==> config.mk <==
export PLATFORM = sky130hd
export DESIGN_NAME = audio_frame_channel_permuter_unit_flat
export DESIGN_NICKNAME = d
export VERILOG_FILES = /design/src/rtl/afcp_pkg.sv /design/src/rtl/afcp_stream_if.sv /design/src/rtl/audio_frame_channel_permuter_unit.sv /design/src/flat_wrapper.sv
export SDC_FILE = /design/constraint.sdc
export NUM_CORES = 2
export LEC_CHECK = 0
export BUFFER_PORTS_ARGS = -buffer_cell sky130_fd_sc_hd__buf_2
export CELL_PAD_IN_SITES_DETAIL_PLACEMENT = 0
export CELL_PAD_IN_SITES_GLOBAL_PLACEMENT = 1
export CORE_UTILIZATION = 56
export CTS_BUF_LIST = sky130_fd_sc_hd__clkbuf_2 sky130_fd_sc_hd__clkbuf_4 sky130_fd_sc_hd__clkbuf_8
export CTS_CLUSTER_SIZE = 8
export DETAILED_ROUTE_END_ITERATION = 16
export PLACE_DENSITY = 0.81
export SLEW_MARGIN = 20
export SYNTH_ARGS = -nofsm -noshare
export SYNTH_HDL_FRONTEND = slang
export SYNTH_SLANG_ARGS = --single-unit
==> constraint.sdc <==
create_clock -name clk -period 9 [get_ports clk]
set_input_delay 0 -clock clk [delete_from_list [all_inputs] [get_ports clk]]
set_output_delay 0 -clock clk [all_outputs]
set_load 0.1 [all_outputs]
==> src/rtl/afcp_pkg.sv <==
// package: constants, types and helpers for the audio channel permuter
package afcp_pkg;

  localparam int MAX_CHANNELS  = 9;
  localparam int SAMPLE_WIDTH  = 64;
  localparam int TABLE_ENTRIES = 9;
  localparam int IDX_W         = $clog2(MAX_CHANNELS);
  localparam int POS_W         = $clog2(MAX_CHANNELS + 1);

  localparam int CFG_IDX_W  = 2;
  localparam int CFG_DATA_W = 36;

  localparam logic [CFG_IDX_W-1:0] CFG_CHANNEL_COUNT = 2'd0;
  localparam logic [CFG_IDX_W-1:0] CFG_SLOT_TABLE    = 2'd1;
  localparam logic [CFG_IDX_W-1:0] CFG_SAMPLE_BYTES  = 2'd2;

  localparam logic [3:0]  CHANNEL_COUNT_RST = 4'd2;
  localparam logic [35:0] SLOT_TABLE_RST    = 36'h876543210;
  localparam logic [3:0]  SAMPLE_BYTES_RST  = 4'd2;

  typedef enum logic [1:0] {
    ST_IDLE,
    ST_READ,
    ST_OUT
  } afcp_state_t;

  // clamp the channel count register to 1..MAX_CHANNELS
  function automatic logic [POS_W-1:0] eff_channels(logic [3:0] cnt);
    logic [POS_W-1:0] c;
    if (cnt == 4'd0) begin
      c = POS_W'(1);
    end else if (32'(cnt) > MAX_CHANNELS) begin
      c = POS_W'(MAX_CHANNELS);
    end else begin
      c = POS_W'(cnt);
    end
    return c;
  endfunction

  // low-byte mask for the sample width register
  function automatic logic [SAMPLE_WIDTH-1:0] sample_mask(logic [3:0] nbytes);
    logic [63:0] m;
    case (nbytes)
      4'd0, 4'd1: m = 64'h0000_0000_0000_00FF;
      4'd2:       m = 64'h0000_0000_0000_FFFF;
      4'd3:       m = 64'h0000_0000_00FF_FFFF;
      4'd4:       m = 64'h0000_0000_FFFF_FFFF;
      4'd5:       m = 64'h0000_00FF_FFFF_FFFF;
      4'd6:       m = 64'h0000_FFFF_FFFF_FFFF;
      4'd7:       m = 64'h00FF_FFFF_FFFF_FFFF;
      default:    m = 64'hFFFF_FFFF_FFFF_FFFF;
    endcase
    return m[SAMPLE_WIDTH-1:0];
  endfunction

endpackage

==> src/rtl/afcp_stream_if.sv <==
// stream interfaces for the sample input and the reordered output
interface afcp_in_if;
  import afcp_pkg::*;
  logic                    valid;
  logic                    ready;
  logic [SAMPLE_WIDTH-1:0] sample;
  logic                    buffer_end;

  modport source (output valid, output sample, output buffer_end, input ready);
  modport sink   (input valid, input sample, input buffer_end, output ready);
endinterface

interface afcp_out_if;
  import afcp_pkg::*;
  logic                    valid;
  logic                    ready;
  logic [SAMPLE_WIDTH-1:0] sample_out;
  logic                    last_of_run;

  modport source (output valid, output sample_out, output last_of_run, input ready);
  modport sink   (input valid, input sample_out, input last_of_run, output ready);
endinterface

==> src/rtl/audio_frame_channel_permuter_unit.sv <==
// top level: interleaved audio channel reorder with partial-frame flush
//
//   channel  dir  beat payload
//   in_ch    in   sample[63:0], buffer_end
//   out_ch   out  sample_out[63:0], last_of_run
//   cfg_*    in   cfg_index[1:0], cfg_wdata[35:0] (write only)
//
// an input beat is stored in the memories; a beat that ends no frame leaves the unit ready
// an emitting beat then streams n results, each as a read of the slot
//   or arrival memory, then an output beat held until the sink takes it
// one item is worked on at a time; in_ch.ready is low while results drain
// synchronous reset; slot entries carry valid bits, no clearing pass
module audio_frame_channel_permuter_unit (
  input  logic                             clk,
  input  logic                             rst_n,
  input  logic                             cfg_we,
  input  logic [afcp_pkg::CFG_IDX_W-1:0]   cfg_index,
  input  logic [afcp_pkg::CFG_DATA_W-1:0]  cfg_wdata,
  afcp_in_if.sink                          in_ch,
  afcp_out_if.source                       out_ch
);
  import afcp_pkg::*;

  logic [3:0]              channel_count_r;
  logic [35:0]             slot_table_r;
  logic [3:0]              sample_bytes_r;

  afcp_state_t             state_r, state_nxt;
  logic [POS_W-1:0]        pos_r;
  logic [POS_W-1:0]        k_r;
  logic [POS_W-1:0]        n_r;
  logic                    src_arr_r;

  logic [SAMPLE_WIDTH-1:0] slot_mem [0:MAX_CHANNELS-1];
  logic [SAMPLE_WIDTH-1:0] arr_mem  [0:MAX_CHANNELS-1];
  logic [MAX_CHANNELS-1:0] slot_vld_r;
  logic [SAMPLE_WIDTH-1:0] slot_rd_r;
  logic [SAMPLE_WIDTH-1:0] arr_rd_r;
  logic                    slot_vld_rd_r;

  logic                    acc;
  logic [POS_W-1:0]        cc;
  logic [POS_W-1:0]        pos_c;
  logic [POS_W-1:0]        pos_inc;
  logic [3:0]              slot_c;
  logic                    slot_ok;
  logic                    complete;
  logic [SAMPLE_WIDTH-1:0] s_masked;
  logic [POS_W-1:0]        k_inc;
  logic                    out_beat;

  // configuration registers
  always_ff @(posedge clk) begin
    if (!rst_n) begin
      channel_count_r <= CHANNEL_COUNT_RST;
      slot_table_r    <= SLOT_TABLE_RST;
      sample_bytes_r  <= SAMPLE_BYTES_RST;
    end else if (cfg_we) begin
      case (cfg_index)
        CFG_CHANNEL_COUNT: channel_count_r <= cfg_wdata[3:0];
        CFG_SLOT_TABLE:    slot_table_r    <= cfg_wdata[35:0];
        CFG_SAMPLE_BYTES:  sample_bytes_r  <= cfg_wdata[3:0];
        default: ;
      endcase
    end
  end

  assign acc      = in_ch.valid && in_ch.ready;
  assign cc       = eff_channels(channel_count_r);
  assign pos_c    = (32'(pos_r) >= MAX_CHANNELS) ? POS_W'(MAX_CHANNELS - 1) : pos_r;
  assign pos_inc  = pos_c + POS_W'(1);
  assign complete = (pos_inc >= cc);
  assign s_masked = in_ch.sample & sample_mask(sample_bytes_r);

  // channels past the table width use entry 0
  always_comb begin
    if (32'(pos_c) >= TABLE_ENTRIES) begin
      slot_c = slot_table_r[3:0];
    end else begin
      slot_c = slot_table_r[{pos_c[IDX_W-1:0], 2'b00} +: 4];
    end
  end
  assign slot_ok = (32'(slot_c) < MAX_CHANNELS);

  assign k_inc    = k_r + POS_W'(1);
  assign out_beat = out_ch.valid && out_ch.ready;

  // sample memories: written on an input beat, read one entry per result
  always_ff @(posedge clk) begin
    if (acc) begin
      arr_mem[pos_c[IDX_W-1:0]] <= s_masked;
      if (slot_ok) begin
        slot_mem[slot_c[IDX_W-1:0]] <= s_masked;
      end
    end
    if (state_r == ST_READ) begin
      arr_rd_r  <= arr_mem[k_r[IDX_W-1:0]];
      slot_rd_r <= slot_mem[k_r[IDX_W-1:0]];
    end
  end

  // slot entries never written read as zero
  always_ff @(posedge clk) begin
    if (!rst_n) begin
      slot_vld_r    <= '0;
      slot_vld_rd_r <= 1'b0;
    end else begin
      if (acc && slot_ok) begin
        slot_vld_r[slot_c[IDX_W-1:0]] <= 1'b1;
      end
      if (state_r == ST_READ) begin
        slot_vld_rd_r <= slot_vld_r[k_r[IDX_W-1:0]];
      end
    end
  end

  // frame position and result sequencing
  always_ff @(posedge clk) begin
    if (!rst_n) begin
      pos_r     <= '0;
      k_r       <= '0;
      n_r       <= '0;
      src_arr_r <= 1'b0;
    end else begin
      if (acc) begin
        pos_r     <= (complete || in_ch.buffer_end) ? '0 : pos_inc;
        n_r       <= complete ? cc : pos_inc;
        src_arr_r <= !complete;
        k_r       <= '0;
      end else if (out_beat) begin
        k_r <= k_inc;
      end
    end
  end

  always_ff @(posedge clk) begin
    if (!rst_n) begin
      state_r <= ST_IDLE;
    end else begin
      state_r <= state_nxt;
    end
  end

  always_comb begin
    state_nxt    = state_r;
    in_ch.ready  = 1'b0;
    out_ch.valid = 1'b0;
    case (state_r)
      ST_IDLE: begin
        in_ch.ready = 1'b1;
        if (acc && (complete || in_ch.buffer_end)) begin
          state_nxt = ST_READ;
        end
      end
      ST_READ: begin
        state_nxt = ST_OUT;
      end
      ST_OUT: begin
        out_ch.valid = 1'b1;
        if (out_ch.ready) begin
          state_nxt = (k_inc == n_r) ? ST_IDLE : ST_READ;
        end
      end
      default: begin
        state_nxt = ST_IDLE;
      end
    endcase
  end

  assign out_ch.sample_out  = src_arr_r ? arr_rd_r :
                              (slot_vld_rd_r ? slot_rd_r : '0);
  assign out_ch.last_of_run = (k_inc == n_r);

endmodule

==> src/flat_wrapper.sv <==
// flat-port wrapper written by rule: the top's interface ports become plain ports
module audio_frame_channel_permuter_unit_flat import afcp_pkg::*;
  (clk, rst_n, cfg_we, cfg_index, cfg_wdata, in_ch_valid, in_ch_sample, in_ch_buffer_end, in_ch_ready, out_ch_valid, out_ch_sample_out, out_ch_last_of_run, out_ch_ready);
  afcp_in_if in_ch_i ();
  afcp_out_if out_ch_i ();
  input  logic clk;
  input  logic rst_n;
  input  logic cfg_we;
  input  logic [afcp_pkg::CFG_IDX_W-1:0] cfg_index;
  input  logic [afcp_pkg::CFG_DATA_W-1:0] cfg_wdata;
  input wire logic [$bits(in_ch_i.valid)-1:0] in_ch_valid;
  input wire logic [$bits(in_ch_i.sample)-1:0] in_ch_sample;
  input wire logic [$bits(in_ch_i.buffer_end)-1:0] in_ch_buffer_end;
  output wire logic [$bits(in_ch_i.ready)-1:0] in_ch_ready;
  output wire logic [$bits(out_ch_i.valid)-1:0] out_ch_valid;
  output wire logic [$bits(out_ch_i.sample_out)-1:0] out_ch_sample_out;
  output wire logic [$bits(out_ch_i.last_of_run)-1:0] out_ch_last_of_run;
  input wire logic [$bits(out_ch_i.ready)-1:0] out_ch_ready;
  assign in_ch_i.valid = in_ch_valid;
  assign in_ch_i.sample = in_ch_sample;
  assign in_ch_i.buffer_end = in_ch_buffer_end;
  assign in_ch_ready = in_ch_i.ready;
  assign out_ch_valid = out_ch_i.valid;
  assign out_ch_sample_out = out_ch_i.sample_out;
  assign out_ch_last_of_run = out_ch_i.last_of_run;
  assign out_ch_i.ready = out_ch_ready;
  audio_frame_channel_permuter_unit u_core (.clk(clk), .rst_n(rst_n), .cfg_we(cfg_we), .cfg_index(cfg_index), .cfg_wdata(cfg_wdata), .in_ch(in_ch_i), .out_ch(out_ch_i));
endmodule
==> metrics.md <==
| Metric | Value |
|---|---|
| Initial Utilization | `0.569` |
| Port-buffer cells | `roughly 170` |
| Setup skew after layout | `approximately 37 ps` |
| Vias/cell | `approximately 6` |
| Register area | `between 0.03 and 0.04 mm²` |
| Via count | `about 26,000` |
| Post-DP HPWL | `slightly below 60,000 µm` |
| CTS tree | `yes` |
| Total negative slack | `0 ps` |
| Worst-Margin Slew | `between 1000 and 1500 ps` |
| Data arrival, critical path | `5360 ps` |
| Final Max Slew Viols | `0` |
| Hold Crit Class | `input pin to flop` |
| Hold depth | `4` |
| Synth Warn # | `0` |
| Primary FF master, synth | `edfxtp_1` |
| CP Max Fanout | `24` |
| Slew headroom | `0.187` |
| Largest net degree at the start of global routing | `between 150 and 200` |
| Fin cells | `between 4,000 and 5,000` |
| Commonest cells after routing, fill and taps aside | `edfxtp_1, mux4_2, nand2_1, clkbuf_8, buf_2` |
| GP Congestion | `a little over 0.8` |
| Layout Nets | `about 3,200` |
| Worst R2R End | `u_core.pos_r[2]$_SDFFE_PN0P_` |
| Clock Path Buffers | `3` |
| Core region area | `slightly above 0.09 mm²` |
| PwrDens | `215 mW/mm²` |
| Fin crit share | `0.510` |
| Static leakage | `approximately 19 nW` |
| Final hold vios | `0` |
| Grt total ovfl | `0` |
| Post-synth EDFFs | `roughly 1,300` |
| RR Startpoint | `u_core.pos_r[0]$_SDFFE_PN0P_` |
| Fmax | `about 220 MHz` |
| Drt wl/cell | `25.3 µm` |
| Most common cell after layout, fill and taps aside | `edfxtp_1` |
| Endpoints failing setup | `0` |
| First-pass GRT wire length | `165,000 µm` |
| Layout area overhead | `15.4%` |
| Min Tclk post-route | `~4600 ps` |
| CP startpoint kind | `flop` |
| Avg Synthesized Cell Area | `19.9 µm²` |
| Initial antenna violation count | `3` |
| R2r setup slk | `between 4000 and 5000 ps` |
| Worst Setup SP | `u_core.pos_r[0]$_SDFFE_PN0P_` |
| Met1 Wirelength | `roughly 45,000 µm` |
| Critical Path RT | `~10000 ps` |
| CTS root buffer | `clkbuf_8` |
| Async SR Flop Fraction | `0` |
| DR iter-0 viols | `about 2,200` |
| Sink Count | `approximately 1,400` |
| Synthesized cell area | `slightly above 0.05 mm²` |
| 1st-pass router iterations | `5` |
| Worst hold path startpoint | `cfg_wdata[1]` |
| Synth cell types | `between 50 and 60` |
| Vias in the first global route | `between 20,000 and 30,000` |
| Total wire length | `110,000 µm` |
| Placed insts | `between 3,000 and 4,000` |
| Maxcap violations | `0` |
| Std-Cell Rows | `110` |
| Overall routing resource usage | `0.240` |
| Ports | `approximately 180` |
| DRC violations left | `0` |
| Status | `finished clean` |
| Die ar. | `between 0.09 and 0.1 mm²` |
| Antenna-violating nets left | `0` |
| Worst Setup End Kind | `flop` |
| Die Y | `305 µm` |
| Clock slew at reported path FFs | `60 ps` |
| H-tree levels | `4` |
| Met3 routed WL | `between 6000 and 7000 µm` |
| Share of cells above drive strength 1 | `0.276` |
| CTS buffer count | `between 200 and 250` |
| Syn_nets | `approximately 2,700` |
| Fin util | `0.656` |
| Die X | `slightly above 300 µm` |
| Met2 WL | `roughly 56,000 µm` |
| Number of synthesized register bits | `~1,400` |
| Top sig layer | `met4` |
| RSZ-0062 raised after global routing | `no` |
| Synthesized instance count | `around 2,600` |
| Register area share after synthesis | `0.775` |
| Cts repair resizes | `0` |
| IR Drop Worst-Case VDD | `around 160 µV` |
| Critical path type | `flop to flop` |
| Worst skew pair latency | `around 850 ps` |
| Multi-input gate area | `about 0.011 mm²` |
| FF-to-FF path depth | `12` |
| Filler cell count in the final layout | `5,993` |
==> per-stage QoR <==
stage | worst slack (ps) | hold WS, ps | power [mW] | instance area, µm²
3_5_place_dp | 4970 | 216 | 8.09 | 53900
4_1_cts | 4500 | 28.1 | 12.8 | 59300
6_report | 4410 | 116 | 12.7 | 59400
3_3_place_gp | 5080 | 216 | 8.06 | 53800
2_1_floorplan | 854 | 98.9 | 7.84 | 51500
5_1_grt | 4140 | 96.3 | 13.2 | 59400
==> worst max-delay path: stages, from the launching register on <==
cell and delay (ps):
dfxtp_1 930, nor2b_1 310, nand2_1 150, inv_1 100, ha_1 280, ha_1 290, o21ai_0 80, nand2b_1 90
a31oi_1 790, nand4_1 170, dlygate4sd3_1 590, a21oi_1 160, dlygate4sd3_1 580
==> routing by layer <==
layer  track usage  vias up
met5             0        -
met4        0.0757        0
met3        0.0402      142
met2         0.409      867
met1         0.318    13400
li1              -    11300
==> layout make-up <==
class | count | share of cell area
flip-flops and latches | 1355 | 0.673
clock inverters | 39 | 0.00522
clock buffers | 292 | 0.0588
diodes | 1 | 0.0000421
well taps | 1176 | 0.0248
inverters | 12 | 0.000758
multi-input cells | 1077 | 0.188
repair buffers | 387 | 0.0497
==> power breakdown <==
| part | leakage, nW | internal [mW] | switching (mW) |
|---|---|---|---|
| Sequential | 12.4 | 7.07 | 0.0588 |
| Combinational | 4.52 | 0.267 | 0.608 |
| Clock | 2.03 | 2.54 | 2.20 |
| Total | 19.0 | 9.88 | 2.87 |
==> state kept, by name, indices dropped and copies added, names as in the netlist, 2 cells and up, named ones only <==
| name | count |
|---|---|
| u_core.arr_mem | 576 |
| u_core.arr_rd_r | 64 |
| u_core.channel_count_r | 4 |
| u_core.k_r | 4 |
| u_core.n_r | 4 |
| u_core.pos_r | 4 |
| u_core.sample_bytes_r | 4 |
| u_core.slot_mem | 576 |
| u_core.slot_rd_r | 64 |
| u_core.slot_table_r | 36 |
| u_core.slot_vld_r | 9 |
| u_core.state_r | 2 |
==> worst max-delay path by stage <==
stage / to / slack [ps]
global route: u_core.pos_r[2]$_SDFFE_PN0P_ / 4140
finish: u_core.pos_r[2]$_SDFFE_PN0P_ / 4410
floorplan: u_core.slot_mem[3][0]$_DFFE_PP_ / 850
global placement: u_core.slot_mem[0][49]$_DFFE_PP_ / 5080
CTS: u_core.pos_r[2]$_SDFFE_PN0P_ / 4500
detailed placement: u_core.slot_mem[0][49]$_DFFE_PP_ / 4970
==> logic make-up after synthesis <==
kind of cell / after synthesis / share of synthesized area
flops: 1355 / 0.775
mux: 405 / 0.142
simple gates: 396 / 0.0359
compound gates: 263 / 0.0321
buf+inv: 152 / 0.0121
xor+xnor: 8 / 0.00136
fa+ha+maj: 5 / 0.00121
==> Yosys cell counts (13+ instances only) <==
cell         n  area share
nor2b_1     56      0.0068
nand2_1    228       0.017
a21oi_1     29      0.0028
clkbuf_1    94      0.0069
mux4_2     259        0.11
o21ai_0    134       0.013
nor2_1      38      0.0028
nand3_1     18      0.0017
buf_2       32      0.0031
edfxtp_1  1280        0.75
dfxtp_1     75       0.029
mux2i_1    141       0.027
a22o_1      64       0.011
and2_1      13      0.0016
==> repair_timing <==
item	CTS	global route
hold buffers	163	1
endpoints found under the hold margin	1226	20
setup buffers	0	0
No activity file was read; power rests on OpenSTA's default activity.
